==> config.mk <==
export PLATFORM = sky130hd
export DESIGN_NAME = wildcard_regex_matcher_unit
export DESIGN_NICKNAME = d
export VERILOG_FILES = /design/src/sv/wrm_pkg.sv /design/src/sv/wrm_datapath.sv /design/src/sv/wrm_ctrl.sv /design/src/sv/wildcard_regex_matcher_unit.sv
export SDC_FILE = /design/constraint.sdc
export NUM_CORES = 1
export LEC_CHECK = 0
export BUFFER_PORTS_ARGS = -buffer_cell sky130_fd_sc_hd__buf_2
export CORE_MARGIN = 2
export CORE_UTILIZATION = 35
export CTS_CLUSTER_DIAMETER = 150
export DETAILED_ROUTE_END_ITERATION = 8
export PLACE_DENSITY = 0.5
export SLEW_MARGIN = 20
export SYNTH_ARGS = -nofsm -noshare
export SYNTH_HDL_FRONTEND = slang
export SYNTH_HIERARCHICAL = 1
export SYNTH_SLANG_ARGS = --single-unit
==> constraint.sdc <==
create_clock -name clk -period 6.05 [get_ports clk]
set_clock_uncertainty 0.1 [all_clocks]
set_input_delay 0.605 -clock clk [delete_from_list [all_inputs] [get_ports clk]]
set_output_delay 0.605 -clock clk [all_outputs]
set_load 0.02 [all_outputs]
==> src/sv/wrm_pkg.sv <==
// Shared constants, codes and control structures of the wildcard matcher.
package wrm_pkg;

	localparam int MAX_PATTERN = 32;

	localparam logic [7:0] STAR_CH = 8'h2A;
	localparam logic [7:0] DOT_CH  = 8'h2E;

	typedef enum logic [1:0] {
		FUNC_APPEND = 2'd0,
		FUNC_TEXT   = 2'd1,
		FUNC_QUERY  = 2'd2,
		FUNC_CLEAR  = 2'd3
	} func_t;

	// Commands from the controller to the datapath.
	typedef struct packed {
		logic append;
		logic clear;
		logic query;
		logic text_empty;
		logic text_start;
		logic fetch;
		logic step;
		logic emit;
		logic last;
	} wrm_cmd_t;

	// Status from the datapath to the controller.
	typedef struct packed {
		logic len_zero;
		logic done;
		logic out_free;
	} wrm_stat_t;

endpackage

==> src/sv/wrm_datapath.sv <==
// Datapath: pattern memory, match rows, position sweep and result register.
module wrm_datapath #(
	parameter int MaxPattern = wrm_pkg::MAX_PATTERN
) (
	input  logic              clk,
	input  logic              arst_n,
	input  wrm_pkg::wrm_cmd_t cmd,
	input  logic [7:0]        symbol,
	output wrm_pkg::wrm_stat_t stat,
	output logic              m_tvalid,
	input  logic              m_tready,
	output logic [7:0]        m_tdata
);
	import wrm_pkg::*;

	localparam int LW = $clog2(MaxPattern + 1);
	localparam int IW = (MaxPattern > 1) ? $clog2(MaxPattern) : 1;
	localparam int RW = MaxPattern + 1;

	logic [7:0]    pat_mem [MaxPattern];
	logic [7:0]    rd_q;
	logic [IW-1:0] rd_addr;

	logic [LW-1:0] len_q;
	logic          ovf_q;
	logic [RW-1:0] etr_q;
	logic [RW-1:0] cur_q;
	logic [RW-1:0] nr_q;
	logic [RW-1:0] old_sh_q;
	logic [IW-1:0] idx_q;
	logic [7:0]    prev_pc_q;
	logic [7:0]    sym_q;
	logic          v1_q;
	logic          v2_q;
	logic          out_valid_q;
	logic [1:0]    out_data_q;

	logic          full;
	logic [LW-1:0] j_idx;
	logic          hit;
	logic          prev_hit;
	logic          v;
	logic [RW-1:0] nr_next;
	logic          etr_bit;
	logic [RW-1:0] etr_next;
	logic          out_free;
	logic          out_load;
	logic [1:0]    out_next;

	assign full     = (len_q == LW'(MaxPattern));
	assign j_idx    = LW'(idx_q) + LW'(1);
	assign hit      = (rd_q == DOT_CH) || (rd_q == sym_q);
	assign prev_hit = (prev_pc_q == DOT_CH) || (prev_pc_q == sym_q);

	always_comb begin
		if (rd_q == STAR_CH) begin
			v = (idx_q != '0) && (v2_q || (prev_hit && old_sh_q[1]));
		end else begin
			v = hit && old_sh_q[0];
		end
	end

	assign nr_next = nr_q | (RW'(v) << j_idx);

	assign etr_bit  = (symbol == STAR_CH) && (len_q != '0) && etr_q[len_q - LW'(1)];
	assign etr_next = etr_q | (RW'(etr_bit) << (len_q + LW'(1)));

	assign rd_addr = cmd.fetch ? idx_q : idx_q + IW'(1);

	// Pattern memory: one write port, one registered read port.
	always_ff @(posedge clk) begin
		if (cmd.append && !full) begin
			pat_mem[len_q[IW-1:0]] <= symbol;
		end
		if (32'(rd_addr) < MaxPattern) begin
			rd_q <= pat_mem[rd_addr];
		end
	end

	// Sweep registers.
	always_ff @(posedge clk) begin
		if (cmd.text_start) begin
			sym_q    <= symbol;
			old_sh_q <= cur_q;
			nr_q     <= '0;
			idx_q    <= '0;
			v1_q     <= 1'b0;
			v2_q     <= 1'b0;
		end else if (cmd.step) begin
			old_sh_q  <= old_sh_q >> 1;
			nr_q      <= nr_next;
			idx_q     <= idx_q + IW'(1);
			prev_pc_q <= rd_q;
			v1_q      <= v;
			v2_q      <= v1_q;
		end
	end

	always_comb begin
		out_load = 1'b0;
		out_next = {ovf_q, 1'b0};
		if (cmd.query) begin
			out_load = 1'b1;
			out_next = {ovf_q, etr_q[len_q] & ~ovf_q};
		end else if (cmd.emit) begin
			out_load = 1'b1;
			out_next = {ovf_q, cur_q[len_q] & ~ovf_q};
		end else if (cmd.text_empty && cmd.last) begin
			out_load = 1'b1;
		end
	end

	always_ff @(posedge clk or negedge arst_n) begin
		if (!arst_n) begin
			len_q       <= '0;
			ovf_q       <= 1'b0;
			etr_q       <= RW'(1);
			cur_q       <= RW'(1);
			out_valid_q <= 1'b0;
		end else begin
			if (cmd.clear) begin
				len_q <= '0;
				ovf_q <= 1'b0;
				etr_q <= RW'(1);
				cur_q <= RW'(1);
			end else if (cmd.append) begin
				if (!full) begin
					len_q <= len_q + LW'(1);
					etr_q <= etr_next;
					cur_q <= etr_next;
				end else begin
					ovf_q <= 1'b1;
					cur_q <= etr_q;
				end
			end else if (cmd.query || cmd.emit) begin
				cur_q <= etr_q;
			end else if (cmd.text_empty) begin
				cur_q <= cmd.last ? etr_q : '0;
			end else if (cmd.step && (j_idx == len_q)) begin
				cur_q <= nr_next;
			end
			if (out_load) begin
				out_valid_q <= 1'b1;
			end else if (m_tready) begin
				out_valid_q <= 1'b0;
			end
		end
	end

	always_ff @(posedge clk) begin
		if (out_load) begin
			out_data_q <= out_next;
		end
	end

	assign out_free      = !out_valid_q || m_tready;
	assign stat.len_zero = (len_q == '0);
	assign stat.done     = (j_idx == len_q);
	assign stat.out_free = out_free;
	assign m_tvalid      = out_valid_q;
	assign m_tdata       = {6'b0, out_data_q};

endmodule

==> src/sv/wrm_ctrl.sv <==
// Controller state machine: decodes transfers and sequences the row sweep.
module wrm_ctrl (
	input  logic               clk,
	input  logic               arst_n,
	input  logic               s_tvalid,
	output logic               s_tready,
	input  logic [1:0]         func,
	input  logic               last,
	input  wrm_pkg::wrm_stat_t stat,
	output wrm_pkg::wrm_cmd_t  cmd
);
	import wrm_pkg::*;

	typedef enum logic [3:0] {
		ST_IDLE  = 4'b0001,
		ST_FETCH = 4'b0010,
		ST_SWEEP = 4'b0100,
		ST_EMIT  = 4'b1000
	} state_t;

	state_t state_q;
	state_t state_d;
	logic   last_q;
	logic   accept;

	assign s_tready = (state_q == ST_IDLE) && stat.out_free;
	assign accept   = s_tvalid && s_tready;

	always_comb begin
		cmd      = '0;
		cmd.last = last;
		state_d  = state_q;
		case (state_q)
			ST_IDLE: begin
				if (accept) begin
					case (func_t'(func))
						FUNC_APPEND: cmd.append = 1'b1;
						FUNC_QUERY:  cmd.query  = 1'b1;
						FUNC_CLEAR:  cmd.clear  = 1'b1;
						FUNC_TEXT: begin
							if (stat.len_zero) begin
								cmd.text_empty = 1'b1;
							end else begin
								cmd.text_start = 1'b1;
								state_d        = ST_FETCH;
							end
						end
						default: cmd.clear = 1'b1;
					endcase
				end
			end
			ST_FETCH: begin
				cmd.fetch = 1'b1;
				state_d   = ST_SWEEP;
			end
			ST_SWEEP: begin
				cmd.step = 1'b1;
				if (stat.done) begin
					state_d = last_q ? ST_EMIT : ST_IDLE;
				end
			end
			ST_EMIT: begin
				if (stat.out_free) begin
					cmd.emit = 1'b1;
					state_d  = ST_IDLE;
				end
			end
			default: state_d = ST_IDLE;
		endcase
	end

	always_ff @(posedge clk or negedge arst_n) begin
		if (!arst_n) begin
			state_q <= ST_IDLE;
			last_q  <= 1'b0;
		end else begin
			state_q <= state_d;
			if (cmd.text_start) begin
				last_q <= last;
			end
		end
	end

endmodule

==> src/sv/wildcard_regex_matcher_unit.sv <==
// Top level of the wildcard matcher: controller and datapath.
//
//  Group  Dir  Fields (lowest bit first)
//  s_*    in   tdata: func[1:0], symbol[9:2], zero fill; tlast: last
//  m_*    out  tdata: matched[0], overflow[1], zero fill
//
// Append, clear and empty-text query are each handled in the cycle of their
// transfer, as is a text byte while the pattern is empty. A text byte against a
// pattern of length L takes one fetch, then one pattern position per cycle
// through the single read port of the pattern memory, then an emit once the
// output register is free if it is the last byte. Reset clears the pattern,
// both rows and the overflow flag; the pattern memory itself needs no clearing.
// A stalled result holds in the output register and holds off every further transfer until it leaves.
module wildcard_regex_matcher_unit #(
	parameter int MaxPattern = wrm_pkg::MAX_PATTERN
) (
	input  logic        clk,
	input  logic        arst_n,
	input  logic        s_tvalid,
	output logic        s_tready,
	input  logic [15:0] s_tdata,  // func[1:0], symbol[9:2], zeros above
	input  logic        s_tlast,
	output logic        m_tvalid,
	input  logic        m_tready,
	output logic [7:0]  m_tdata   // matched[0], overflow[1], zeros above
);
	import wrm_pkg::*;

	wrm_cmd_t  cmd;
	wrm_stat_t stat;

	// Controller: decode each transfer, step the sweep, wait for a free
	// output register before emitting.
	wrm_ctrl u_ctrl (
		.clk      (clk),
		.arst_n   (arst_n),
		.s_tvalid (s_tvalid),
		.s_tready (s_tready),
		.func     (s_tdata[1:0]),
		.last     (s_tlast),
		.stat     (stat),
		.cmd      (cmd)
	);

	// Datapath: hold the pattern and rows, advance one position per step.
	wrm_datapath #(
		.MaxPattern (MaxPattern)
	) u_dp (
		.clk      (clk),
		.arst_n   (arst_n),
		.cmd      (cmd),
		.symbol   (s_tdata[9:2]),
		.stat     (stat),
		.m_tvalid (m_tvalid),
		.m_tready (m_tready),
		.m_tdata  (m_tdata)
	);

	// A sweep always starts with a fetch, and a fetch feeds a step.
	a_start_fetch : assert property (@(posedge clk) disable iff (!arst_n)
		cmd.text_start |=> cmd.fetch)
		else $error("sweep start not followed by fetch");

	a_fetch_step : assert property (@(posedge clk) disable iff (!arst_n)
		cmd.fetch |=> cmd.step)
		else $error("fetch not followed by sweep step");

	// Never overwrite a result that is still waiting.
	a_no_overwrite : assert property (@(posedge clk) disable iff (!arst_n)
		(cmd.emit || cmd.query) |-> stat.out_free)
		else $error("result loaded while output register busy");

	// No new transfer is taken while a sweep is running.
	a_busy_sweep : assert property (@(posedge clk) disable iff (!arst_n)
		(cmd.step || cmd.fetch) |-> !s_tready)
		else $error("input ready during sweep");

endmodule
==> flow_metrics.env <==
export IMPL_wl_per_cell_um=25.27
export IMPL_synth_top_flop_cell="edfxtp_1"
export IMPL_critPathBufInv=4
export IMPL_finalSetupViolations=0
export IMPL_die_h_um=241.7
export IMPL_period_share=0.7402
export IMPL_antenna_found_initial=0
export IMPL_netlist_area_um2=19770
export IMPL_endpoint_kind="flip-flop"
export IMPL_syn_instance_count=1412
export IMPL_crit_chain="inv_1 > ha_1 > buf_4 > inv_2 > or4_1 > nor3_1 > o221ai_1 > o21ai_4 > buf_4 > a211oi_1 > o31ai_1"
export IMPL_synthArstFlopShare=0.1820
export IMPL_track_usage=0.1904
export IMPL_cts_made_buffers=46
export IMPL_drt_iter0_drc=1081
export IMPL_hpwlAfterDp_mm=35.74
export IMPL_layout_area_seq_um2=12160
export IMPL_crit_fanout=40
export IMPL_ios=31
export IMPL_final_fill_count=5304
export IMPL_cp_start_kind="flip-flop"
export IMPL_syn2layout_area_growth_pct=13.45
export IMPL_clock_root_buffer="clkbuf_16"
export IMPL_rows=87
export IMPL_relSlewSlack=0.2921
export IMPL_first_global_vias=12410
export IMPL_grt_remaining_overflow=0
export IMPL_worst_pin_slew_ns=1.056
export IMPL_p_leak_nw=7.527
export IMPL_cts_max_path_buffers=3
export IMPL_multiInputGateArea_um2=7063
export IMPL_fmax_mhz=223.3
export IMPL_path_clk_slew_ns=0.06
export IMPL_post_route_cells_drive_above_1_share=0.2218
export IMPL_start_util=0.3520
export IMPL_worstPathArrival_ns=4.84
export IMPL_status="finished, final reports clean"
export IMPL_die_w_um=241.7
export IMPL_grt_max_degree=65
export IMPL_routed_wl_mm=56.02
export IMPL_crit_required_ns=6.41
export IMPL_yosys_warnings=6
export IMPL_diodes=0
export IMPL_drc=0
export IMPL_ir_drop_uv=192.3
export IMPL_slowest_stage="dfrtp_2"
export IMPL_synth_edf_count=307
export IMPL_ant_nets=0
export IMPL_cts_setup_buffers=0
export IMPL_htreeDepth=2
export IMPL_cp_top_family="compound AO/OA/AOI/OAI gates"
export IMPL_rsz0062_at_grt="no"
export IMPL_nNetsFinal=1451
export IMPL_fin_cells=2217
export IMPL_dieArea_um2=58410
export IMPL_cap_violations=0
export IMPL_vias=12700
export IMPL_vias_per_cell=5.728
export IMPL_place_area_um2=20810
export IMPL_post_route_util=0.3994
export IMPL_port_buffers=18
export IMPL_ys_types=77
export IMPL_core_area_um2=56170
export IMPL_ys_seq_area_frac=0.6150
export IMPL_hold_viol=0
export IMPL_grt_pass1_wl_mm=84.08
export IMPL_cts_sinks=434
export IMPL_critPathMostFrequentCell="buf_4"
export IMPL_min_path_type="in -> reg"
export IMPL_fin_area_um2=22430
export IMPL_drv_slew=0
export IMPL_fin_crit_ns=4.478
export IMPL_dp_cells=2130
export IMPL_drt_first_pass_iters=5
export IMPL_avgSynthCellArea_um2=14.00
export IMPL_routabilityCongestion=0.8776
export IMPL_tns_ns=0
export IMPL_clk_latency_ns=0.60
export IMPL_yosysTopAreaCell="edfxtp_1"
export IMPL_cpPeakStageDelay_ns=0.70
export IMPL_cts_tree="done"
export IMPL_synth_area_leaders="edfxtp_1 47%, mux4_2 12%, dfrtp_1 9.6%"
export IMPL_ys_ff_latch=434
export IMPL_path_class="reg -> reg"
export IMPL_p_per_area_nw_per_um2=444.0
export IMPL_synth_top_area_share=0.4662
[cells by family after synthesis]
family / after synthesis / share of synthesized area
compound gates: 247 / 0.08562
xor+xnor: 43 / 0.02151
fa+ha+maj: 7 / 0.004429
buf+inv: 152 / 0.03398
flops: 434 / 0.6150
mux: 154 / 0.1464
other cells: 1 / 0.0001897
simple gates: 374 / 0.09289
[power breakdown]
part	total (mW)	switching, mW	internal (mW)
clock network	2.96	1.21	1.75
registers	3.88	0.348	3.54
logic	3.12	1.79	1.33
total	9.96	3.34	6.62
[final timing paths]
| check | start | to | slack, ns | cells after the start |
|---|---|---|---|---|
| worst max register to register | u_dp/len_q[0] | u_dp/cur_q[10] | 1.57 | 11 |
| worst max-delay path | u_dp/len_q[0] | u_dp/cur_q[10] | 1.57 | 11 |
| min in group asynchronous | arst_n | u_dp/cur_q[30] | 0.38 | 2 |
| worst min register to register | u_dp/v1_q | u_dp/v1_q | 0.35 | 2 |
| worst min-delay path | s_tlast | u_ctrl/last_q | 0.19 | 2 |
| max in group asynchronous | arst_n | u_ctrl/last_q | 4.32 | 3 |
[metal layers]
layer  GRT usage  vias to the layer above  wire, um
li1            -                     5530         -
met1      0.2817                     6594     25480
met2      0.2934                      489     25670
met3     0.03252                       87      3659
met4     0.04339                        0      1206
met5           0                        -         0
[worst reg2reg max path, stage by stage (launching register included)]
cell,delay (ns)
dfrtp_2,0.70
inv_1,0.26
ha_1,0.35
buf_4,0.29
inv_2,0.19
or4_1,0.49
nor3_1,0.15
o221ai_1,0.19
o21ai_4,0.60
buf_4,0.53
a211oi_1,0.16
o31ai_1,0.34
[Yosys cell counts, types with 14 or more instances]
cell type,count
edfxtp_1,307
nor2_1,138
mux4_2,104
a21oi_1,91
dfrtp_1,76
clkbuf_1,56
nand2_1,54
dfxtp_1,48
inv_1,42
nand3_1,42
mux2_2,40
nor3_1,39
a221oi_1,36
nand4_1,34
buf_2,33
a31oi_1,23
xnor2_1,23
xor2_1,16
o21ai_0,14
[sequential cells by signal (all words and copies together) (netlist names), 2 cells and up]
name / count
u_dp/nr_q: 33
u_dp/etr_q: 33
u_ctrl/state_q: 4
u_dp/prev_pc_q: 8
u_dp/len_q: 6
u_dp/cur_q: 33
u_dp/sym_q: 8
u_dp/pat_mem: 256
u_dp/rd_q: 8
u_dp/old_sh_q: 33
u_dp/idx_q: 5
u_dp/out_data_q: 2
[metrics by stage]
step / setup WS, ns / hold WS [ns] / power, mW
CTS: 1.678 / 0.1837 / 10.02
finish: 1.572 / 0.1947 / 9.959
global route: 1.374 / 0.1990 / 10.39
floorplan: 1.861 / 0.2094 / 5.954
detailed placement: 1.714 / 0.3443 / 7.039
global placement: 1.697 / 0.3443 / 7.019
[repair_timing]
item / CTS / global route
gates resized for setup: 0 / 0
hold buffers: 1 / 0
hold endpoints to repair: 24 / 0
[layout by cell type (no fill, tap or decap), types with 40 or more instances in the layout]
cell and instances:
clkbuf_16 50, nor2_1 138, mux4_2 104, inv_1 42, mux2_2 40, dfxtp_1 48
nand2_1 54, edfxtp_1 307, nand3_1 42, buf_4 47, a21oi_1 90, dfrtp_1 75
[area by class of cell]
cell class | count | area share
sequential | 434 | 0.5422
tap | 756 | 0.04217
timing repair buffer | 67 | 0.02175
inverter | 43 | 0.007195
clock inverter | 22 | 0.01149
clock buffer | 64 | 0.06035
multi-input combinational | 831 | 0.3149
Note: power is estimated with default switching activity, not from simulation.
